File: config.mk
export PLATFORM = sky130hd
export DESIGN_NAME = half_float_format_converter_flat
export DESIGN_NICKNAME = d
export VERILOG_FILES = /design/src/design/hffc_pkg.sv /design/src/design/hffc_req_if.sv /design/src/design/hffc_rsp_if.sv /design/src/design/hffc_narrow.sv /design/src/design/hffc_int2half.sv /design/src/design/hffc_widen.sv /design/src/design/half_float_format_converter.sv /design/src/flat_wrapper.sv
export SDC_FILE = /design/constraint.sdc
export NUM_CORES = 1
export LEC_CHECK = 0
export ABC_AREA = 1
export BUFFER_PORTS_ARGS = -buffer_cell sky130_fd_sc_hd__buf_2
export CAP_MARGIN = 15
export CORE_MARGIN = 4
export CORE_UTILIZATION = 45
export DETAILED_ROUTE_END_ITERATION = 7
export PLACE_DENSITY = 0.67
export SLEW_MARGIN = 15
export SYNTH_ARGS = -nofsm -noshare
export SYNTH_HDL_FRONTEND = slang
export SYNTH_SLANG_ARGS = --single-unit
File: constraint.sdc
create_clock -name i_clk -period 5.8 [get_ports i_clk]
set_input_delay 1.16 -clock i_clk [delete_from_list [all_inputs] [get_ports i_clk]]
set_output_delay 1.16 -clock i_clk [all_outputs]
set_load 0.01 [all_outputs]
File: src/design/hffc_pkg.sv
// Shared codes, widths and constants of the half-precision format converter.
`timescale 1ns / 1ps

package hffc_pkg;

    localparam int unsigned TypeW    = 3;
    localparam int unsigned OperandW = 64;
    localparam int unsigned ResultW  = 64;
    localparam int unsigned HalfW    = 16;
    localparam int unsigned SingleW  = 32;

    // Request kinds
    localparam logic [TypeW-1:0] ReqSglToHalf = 3'd0;
    localparam logic [TypeW-1:0] ReqDblToHalf = 3'd1;
    localparam logic [TypeW-1:0] ReqIntToHalf = 3'd2;
    localparam logic [TypeW-1:0] ReqHalfToSgl = 3'd3;
    localparam logic [TypeW-1:0] ReqHalfToDbl = 3'd4;

    // Largest unbiased half exponent and the half infinity pattern
    localparam logic signed [11:0] HalfExpMax = 12'sd15;
    localparam logic [HalfW-1:0]   HalfInf    = 16'h7C00;

    typedef logic [HalfW-1:0] t_half;

endpackage

File: src/design/hffc_req_if.sv
// Request channel of the converter: valid/ready with request kind and operand.
`timescale 1ns / 1ps

interface hffc_req_if;
    logic                            valid;
    logic                            ready;
    logic [hffc_pkg::TypeW-1:0]      req_type;
    logic [hffc_pkg::OperandW-1:0]   operand_bits;

    modport source (output valid, output req_type, output operand_bits, input ready);
    modport sink   (input valid, input req_type, input operand_bits, output ready);
endinterface

File: src/design/hffc_rsp_if.sv
// Result channel of the converter: valid/ready with the converted pattern.
`timescale 1ns / 1ps

interface hffc_rsp_if;
    logic                          valid;
    logic                          ready;
    logic [hffc_pkg::ResultW-1:0]  result_bits;

    modport source (output valid, output result_bits, input ready);
    modport sink   (input valid, input result_bits, output ready);
endinterface

File: src/design/hffc_narrow.sv
// Single or double to half narrowing with truncation toward zero.
`timescale 1ns / 1ps

module hffc_narrow (
    input  logic [hffc_pkg::OperandW-1:0] i_operand,
    input  logic                          i_is_double,
    output hffc_pkg::t_half               o_half
);

    logic               sign;
    logic [10:0]        expf;
    logic               exp_max;
    logic               mant_nz;
    logic [9:0]         m10;
    logic signed [11:0] e;
    logic [11:0]        d_full;
    logic [3:0]         d;
    logic [10:0]        sub;

    always_comb begin
        if (i_is_double) begin
            sign    = i_operand[63];
            expf    = i_operand[62:52];
            exp_max = (i_operand[62:52] == 11'h7FF);
            mant_nz = (i_operand[51:0] != 52'd0);
            m10     = i_operand[51:42];
            e       = $signed({1'b0, i_operand[62:52]}) - 12'sd1023;
        end else begin
            sign    = i_operand[31];
            expf    = {3'd0, i_operand[30:23]};
            exp_max = (i_operand[30:23] == 8'hFF);
            mant_nz = (i_operand[22:0] != 23'd0);
            m10     = i_operand[22:13];
            e       = $signed({4'd0, i_operand[30:23]}) - 12'sd127;
        end

        // Shift for the subnormal range, 1..10 when used
        d_full = 12'(-12'sd14 - e);
        d      = d_full[3:0];
        sub    = (11'h400 >> d) + ({1'b0, m10} >> d);

        if (expf == 11'd0) begin
            o_half = {sign, 15'd0};
        end else if (exp_max) begin
            o_half = {sign, 15'h7C00} | {15'd0, mant_nz};
        end else if (e < -12'sd24) begin
            o_half = {sign, 15'd0};
        end else if (e < -12'sd14) begin
            o_half = {sign, 5'd0, sub[9:0]};
        end else if (e > hffc_pkg::HalfExpMax) begin
            o_half = {sign, hffc_pkg::HalfInf[14:0]};
        end else begin
            o_half = {sign, 5'(e + hffc_pkg::HalfExpMax), m10};
        end
    end

endmodule

File: src/design/hffc_int2half.sv
// 32-bit two's-complement integer to half, truncating toward zero.
`timescale 1ns / 1ps

module hffc_int2half (
    input  logic [hffc_pkg::SingleW-1:0] i_word,
    output hffc_pkg::t_half              o_half
);

    logic        sign;
    logic [31:0] mag;
    logic [3:0]  p;
    logic [15:0] norm;

    always_comb begin
        sign = i_word[31];
        mag  = sign ? (~i_word + 32'd1) : i_word;

        // Top set bit of the low half; upper bits overflow to infinity
        p = 4'd0;
        for (int i = 0; i < 16; i++) begin
            if (mag[i]) begin
                p = 4'(i);
            end
        end
        norm = mag[15:0] << (4'd15 - p);

        if (i_word == 32'd0) begin
            o_half = '0;
        end else if (mag[31:16] != 16'd0) begin
            o_half = {sign, hffc_pkg::HalfInf[14:0]};
        end else begin
            o_half = {sign, 5'({1'b0, p} + 5'd15), norm[14:5]};
        end
    end

endmodule

File: src/design/hffc_widen.sv
// Exact half to single and half to double widening.
`timescale 1ns / 1ps

module hffc_widen (
    input  hffc_pkg::t_half               i_half,
    output logic [hffc_pkg::SingleW-1:0]  o_single,
    output logic [hffc_pkg::ResultW-1:0]  o_double
);

    logic       sign;
    logic [4:0] ef;
    logic [9:0] m;
    logic [3:0] p;
    logic [9:0] norm;

    always_comb begin
        sign = i_half[15];
        ef   = i_half[14:10];
        m    = i_half[9:0];

        p = 4'd0;
        for (int i = 0; i < 10; i++) begin
            if (m[i]) begin
                p = 4'(i);
            end
        end
        // Bring the leading one to bit 9; the bits below form the fraction
        norm = m << (4'd9 - p);

        if (ef == 5'd0) begin
            if (m == 10'd0) begin
                o_single = {sign, 31'd0};
                o_double = {sign, 63'd0};
            end else begin
                o_single = {sign, 8'(8'd103 + {4'd0, p}), norm[8:0], 14'd0};
                o_double = {sign, 11'(11'd999 + {7'd0, p}), norm[8:0], 43'd0};
            end
        end else if (ef == 5'h1F) begin
            o_single = {sign, 8'hFF, m, 13'd0};
            o_double = {sign, 11'h7FF, m, 42'd0};
        end else begin
            o_single = {sign, 8'({3'd0, ef} + 8'd112), m, 13'd0};
            o_double = {sign, 11'({6'd0, ef} + 11'd1008), m, 42'd0};
        end
    end

endmodule

File: src/design/half_float_format_converter.sv
// Top level of the half-precision format converter: input register, conversion, result register.
`timescale 1ns / 1ps

// Channel   Direction  Payload                               Accepted when
// i_req     in         req_type[2:0], operand_bits[63:0]     valid & ready
// o_rsp     out        result_bits[63:0]                     valid & ready
//
// An item sits in the input register while the conversion logic works on it and
// then enters the result register, which drives o_rsp.valid. One item is accepted
// per cycle while the result side is not stalled; the conversion path holds no
// state. A stalled result holds in the result register while the input register
// still takes one more item. Reset (synchronous, i_rst_n low) empties both.

module half_float_format_converter (
    input  logic             i_clk,
    input  logic             i_rst_n,
    hffc_req_if.sink         i_req,
    hffc_rsp_if.source       o_rsp
);

    // Input stage
    logic                              r_in_valid;
    logic [hffc_pkg::TypeW-1:0]        r_type;
    logic [hffc_pkg::OperandW-1:0]     r_operand;

    // Result stage
    logic                              r_out_valid;
    logic [hffc_pkg::ResultW-1:0]      r_result;

    logic                              out_load_ok;
    logic                              in_ready;
    logic [hffc_pkg::ResultW-1:0]      n_result;

    hffc_pkg::t_half                   narrow_half;
    hffc_pkg::t_half                   int_half;
    logic [hffc_pkg::SingleW-1:0]      wide_single;
    logic [hffc_pkg::ResultW-1:0]      wide_double;

    // The result register can take a new item when empty or being drained.
    assign out_load_ok = !r_out_valid || o_rsp.ready;
    // The input register can take a new item when empty or advancing.
    assign in_ready    = !r_in_valid || out_load_ok;

    assign i_req.ready       = in_ready;
    assign o_rsp.valid       = r_out_valid;
    assign o_rsp.result_bits = r_result;

    hffc_narrow u_narrow (
        .i_operand   (r_operand),
        .i_is_double (r_type == hffc_pkg::ReqDblToHalf),
        .o_half      (narrow_half)
    );

    hffc_int2half u_int2half (
        .i_word (r_operand[hffc_pkg::SingleW-1:0]),
        .o_half (int_half)
    );

    hffc_widen u_widen (
        .i_half   (r_operand[hffc_pkg::HalfW-1:0]),
        .o_single (wide_single),
        .o_double (wide_double)
    );

    // Pick the converted pattern by request kind; unused kinds give zero.
    always_comb begin
        case (r_type)
            hffc_pkg::ReqSglToHalf,
            hffc_pkg::ReqDblToHalf: n_result = {48'd0, narrow_half};
            hffc_pkg::ReqIntToHalf: n_result = {48'd0, int_half};
            hffc_pkg::ReqHalfToSgl: n_result = {32'd0, wide_single};
            hffc_pkg::ReqHalfToDbl: n_result = wide_double;
            default:                n_result = '0;
        endcase
    end

    always_ff @(posedge i_clk) begin
        if (!i_rst_n) begin
            r_in_valid  <= 1'b0;
            r_out_valid <= 1'b0;
        end else begin
            if (in_ready) begin
                r_in_valid <= i_req.valid;
            end
            if (out_load_ok) begin
                r_out_valid <= r_in_valid;
            end
        end
    end

    // Payload: load the input on acceptance, advance the result when it moves.
    always_ff @(posedge i_clk) begin
        if (in_ready && i_req.valid) begin
            r_type    <= i_req.req_type;
            r_operand <= i_req.operand_bits;
        end
        if (out_load_ok && r_in_valid) begin
            r_result <= n_result;
        end
    end

endmodule

File: src/flat_wrapper.sv
// flat-port wrapper written by rule: the top's interface ports become plain ports
module half_float_format_converter_flat 
  (i_clk, i_rst_n, i_req_valid, i_req_req_type, i_req_operand_bits, i_req_ready, o_rsp_valid, o_rsp_result_bits, o_rsp_ready);
  hffc_req_if i_req_i ();
  hffc_rsp_if o_rsp_i ();
  input  logic i_clk;
  input  logic i_rst_n;
  input wire logic [$bits(i_req_i.valid)-1:0] i_req_valid;
  input wire logic [$bits(i_req_i.req_type)-1:0] i_req_req_type;
  input wire logic [$bits(i_req_i.operand_bits)-1:0] i_req_operand_bits;
  output wire logic [$bits(i_req_i.ready)-1:0] i_req_ready;
  output wire logic [$bits(o_rsp_i.valid)-1:0] o_rsp_valid;
  output wire logic [$bits(o_rsp_i.result_bits)-1:0] o_rsp_result_bits;
  input wire logic [$bits(o_rsp_i.ready)-1:0] o_rsp_ready;
  assign i_req_i.valid = i_req_valid;
  assign i_req_i.req_type = i_req_req_type;
  assign i_req_i.operand_bits = i_req_operand_bits;
  assign i_req_ready = i_req_i.ready;
  assign o_rsp_valid = o_rsp_i.valid;
  assign o_rsp_result_bits = o_rsp_i.result_bits;
  assign o_rsp_i.ready = o_rsp_ready;
  half_float_format_converter u_core (.i_clk(i_clk), .i_rst_n(i_rst_n), .i_req(i_req_i), .o_rsp(o_rsp_i));
endmodule
==> impl_metrics.json <==
{
  "dp_hpwl_um": 17100,
  "clk_pin_slew_ns": 0.06,
  "final_common_cell": "nand2_1",
  "yosys.area.top_type": "edfxtp_1",
  "pre_cts_ws_ns": 1.42,
  "fin_crit_sh_pct": 76.0,
  "seqCellArea_um2": 3520,
  "postRouteAntennaNets": 0,
  "mostFrequentLayoutCells": "255 x nand2_1, 131 x inv_1, 126 x buf_2",
  "place_congestion": 0.924,
  "synth_xor_area_share_pct": 3.10,
  "initial_core_util_pct": 46.2,
  "areaGrowthSynthToFinish_pct": 16.0,
  "diodes": 0,
  "ir_drop_mv": 0.332,
  "maxCapViolCount": 0,
  "synth_area_um2": 8390,
  "critPathArrivalTime_ns": 4.57,
  "antenna_found_initial": 0,
  "rsz0062_at_grt": "false",
  "synth_top_area_share_pct": 41.5,
  "async_flop_share_pct": 0,
  "via_per_inst": 5.28,
  "wire_per_inst_um": 15.2,
  "root_buffer": "clkbuf_16",
  "die_h_um": 145,
  "rows": 49,
  "drive_gt1_share_pct": 17.3,
  "layoutNonFillerInstCount": 1450,
  "cp.required_ns": 5.96,
  "drt-total-wl_um": 22100,
  "rrSetupSlack_ns": 1.39,
  "h-tree-depth": 4,
  "holdWs_ns": 0.524,
  "core_um2": 18100,
  "synth_edf_count": 116,
  "synth_ff_type": "edfxtp_1",
  "hold_path_depth": 2,
  "fin_nets": 1301,
  "firstDrtPassIters": 5,
  "crit_type": "flop to flop",
  "synth.area.mux_share_pct": 0.239,
  "grt.total_usage_pct": 22.0,
  "setup_tns_ns": 0,
  "ys_types": 54,
  "finalSetupViolations": 0,
  "ys_ff_latch": 118,
  "worst_slack_ns": 1.39,
  "drc": 0,
  "synth_compound_area_share_pct": 11.5,
  "power.density_nw_per_um2": 277,
  "synth_area_leaders": "edfxtp_1 42%, nand2_1 11%, nand3_1 6.7%, inv_1 5.9%, nor2_1 5.1%",
  "cts_num_sinks": 118,
  "cts_buffer_depth": 2,
  "drtIter0Drc": 542,
  "dieArea_um2": 20900,
  "overflow": 0,
  "min_to": "u_core.o_rsp.valid",
  "rr_endpoint": "u_core.o_rsp.result_bits[8]",
  "maxSlewViolCount": 0,
  "place_inst": 1418,
  "die_w_um": 145,
  "final_util_pct": 53.6,
  "finalHoldViolCount": 0,
  "yosys.area_share.simple_pct": 30.1,
  "skew_ns": 0.0150,
  "cp-end-kind": "flop",
  "cts_made_buffers": 17,
  "grt_pass1_wl_um": 36100,
  "outcome": "complete, no violations",
  "start_kind": "flop",
  "grt_pass1_vias": 7288,
  "post_cts_resized": 0,
  "yosysWarnings": 0,
  "reg2reg_depth": 23,
  "finalCriticalPeriod_ns": 4.41,
  "cts_setup_buffers": 0,
  "p_leak_nw": 4.45,
  "via_count": 7651,
  "rr_startpoint": "u_core.r_type[1]",
  "yosys.area_share.adder_pct": 3.37,
  "fillCellCount": 1733,
  "holdBufCountCts": 0,
  "synthCells": 1092,
  "synth_top_family_by_area": "simple AND/OR/NAND/NOR gates",
  "critPathMaxFanout": 36,
  "maxSlewHeadroom_pct": 36.8,
  "insertion_delay_ns": 0.43,
  "multi_input_area_um2": 4100,
  "seq_area_frac_synth_pct": 42.0,
  "avgSynthCellArea_um2": 7.68,
  "min_from": "u_core.o_rsp.valid",
  "hold_path.class": "flop to flop",
  "grt_max_degree": 68,
  "worst_pin_slew_ns": 0.944,
  "cts_tree": "built",
  "fmax_mhz": 227,
  "io_buffers": 126,
  "boundaryPins": 137
}
-- flip-flops by register name, summed over array words and instances (netlist names) --
register and cells:
u_core.r_type 3, u_core.o_rsp.result_bits 49, u_core.o_rsp.valid 1, u_core.r_in_valid 1, u_core.r_operand 64
-- final cells by class --
class	instances	area share, %
Sequential cell	118	36.2
Clock inverter	13	1.84
Clock buffer	19	4.45
Timing Repair Buffer	130	6.79
Multi-Input combinational cell	795	42.1
Tap cell	229	2.94
Inverter	146	5.63
-- kinds of logic (layout without fill, tap and decap cells) --
| logic type | after synthesis | count (layout) |
|---|---|---|
| buf+inv | 188 | 308 |
| compound gates | 168 | 168 |
| mux | 2 | 2 |
| xor+xnor | 28 | 28 |
| flops | 118 | 118 |
| fa+ha+maj | 22 | 22 |
| other cells | 1 | 10 |
| simple gates | 565 | 565 |
-- per-stage QoR --
step,total power [W],cell area (um2)
finish,0.00269,9730
global route,0.00284,9730
CTS,0.00271,9730
detailed placement,0.00160,9120
global placement,0.00160,9120
floorplan,0.00146,8420
-- cells in the mapped netlist, drive strengths merged, types with 2 or more instances --
| cell type | count |
|---|---|
| nand2 | 263 |
| inv | 144 |
| nor2 | 130 |
| nand3 | 117 |
| edfxtp | 116 |
| o21ai | 100 |
| buf | 34 |
| a21oi | 32 |
| xor2 | 24 |
| ha | 21 |
| nor3 | 21 |
| nand4 | 17 |
| o211ai | 10 |
| clkbuf | 8 |
| or2 | 8 |
| nor4 | 7 |
| a31oi | 4 |
| o21a | 4 |
| xnor2 | 4 |
| o221ai | 3 |
| o22ai | 3 |
| a211oi | 2 |
| a22oi | 2 |
| and2 | 2 |
| clkinv | 2 |
| dfxtp | 2 |
| mux2i | 2 |
-- per-layer routing --
layer / share of wire (%) / global-route usage (%)
met1: 45 / 29.2
met2: 47 / 36.1
met3: 6.4 / 5.16
met4: 2.0 / 6.33
met5: 0 / 0
-- where the power goes --
part | switching (W) | internal (W)
combinational | 0.000383 | 0.000184
sequential | 0.0000340 | 0.000989
clock | 0.000386 | 0.000716
-- worst max-delay path by stage --
stage	cells after the start	start	to	slack [ns]
2_1_floorplan	2	o_rsp_ready	u_core.o_rsp.result_bits[0]	1.73
3_3_place_gp	23	u_core.r_type[1]	u_core.o_rsp.result_bits[9]	1.51
3_5_place_dp	22	u_core.r_type[1]	u_core.o_rsp.result_bits[7]	1.42
4_1_cts	22	u_core.r_type[1]	u_core.o_rsp.result_bits[7]	1.41
5_1_grt	22	u_core.r_type[1]	u_core.o_rsp.result_bits[7]	0.88
6_report	23	u_core.r_type[1]	u_core.o_rsp.result_bits[8]	1.39
-- worst max-delay path: stages (launching register included) --
cell and delay [ns]:
edfxtp_1 0.44, nor2_4 0.22, nand2_4 0.23, o21ai_2 0.49, inv_2 0.23, ha_1 0.44, inv_1 0.30, a21oi_1 0.07
o21ai_0 0.09, o21ai_0 0.10, o211ai_1 0.17, nand2_1 0.08, inv_1 0.06, ha_1 0.15, inv_1 0.05, fa_1 0.38
inv_1 0.11, nand2_1 0.06, nand2_1 0.09, nand2_1 0.07, nand3_1 0.06, nand3_1 0.07, nand2_1 0.07, nand3_1 0.08
(Power assumes the default switching activity.)
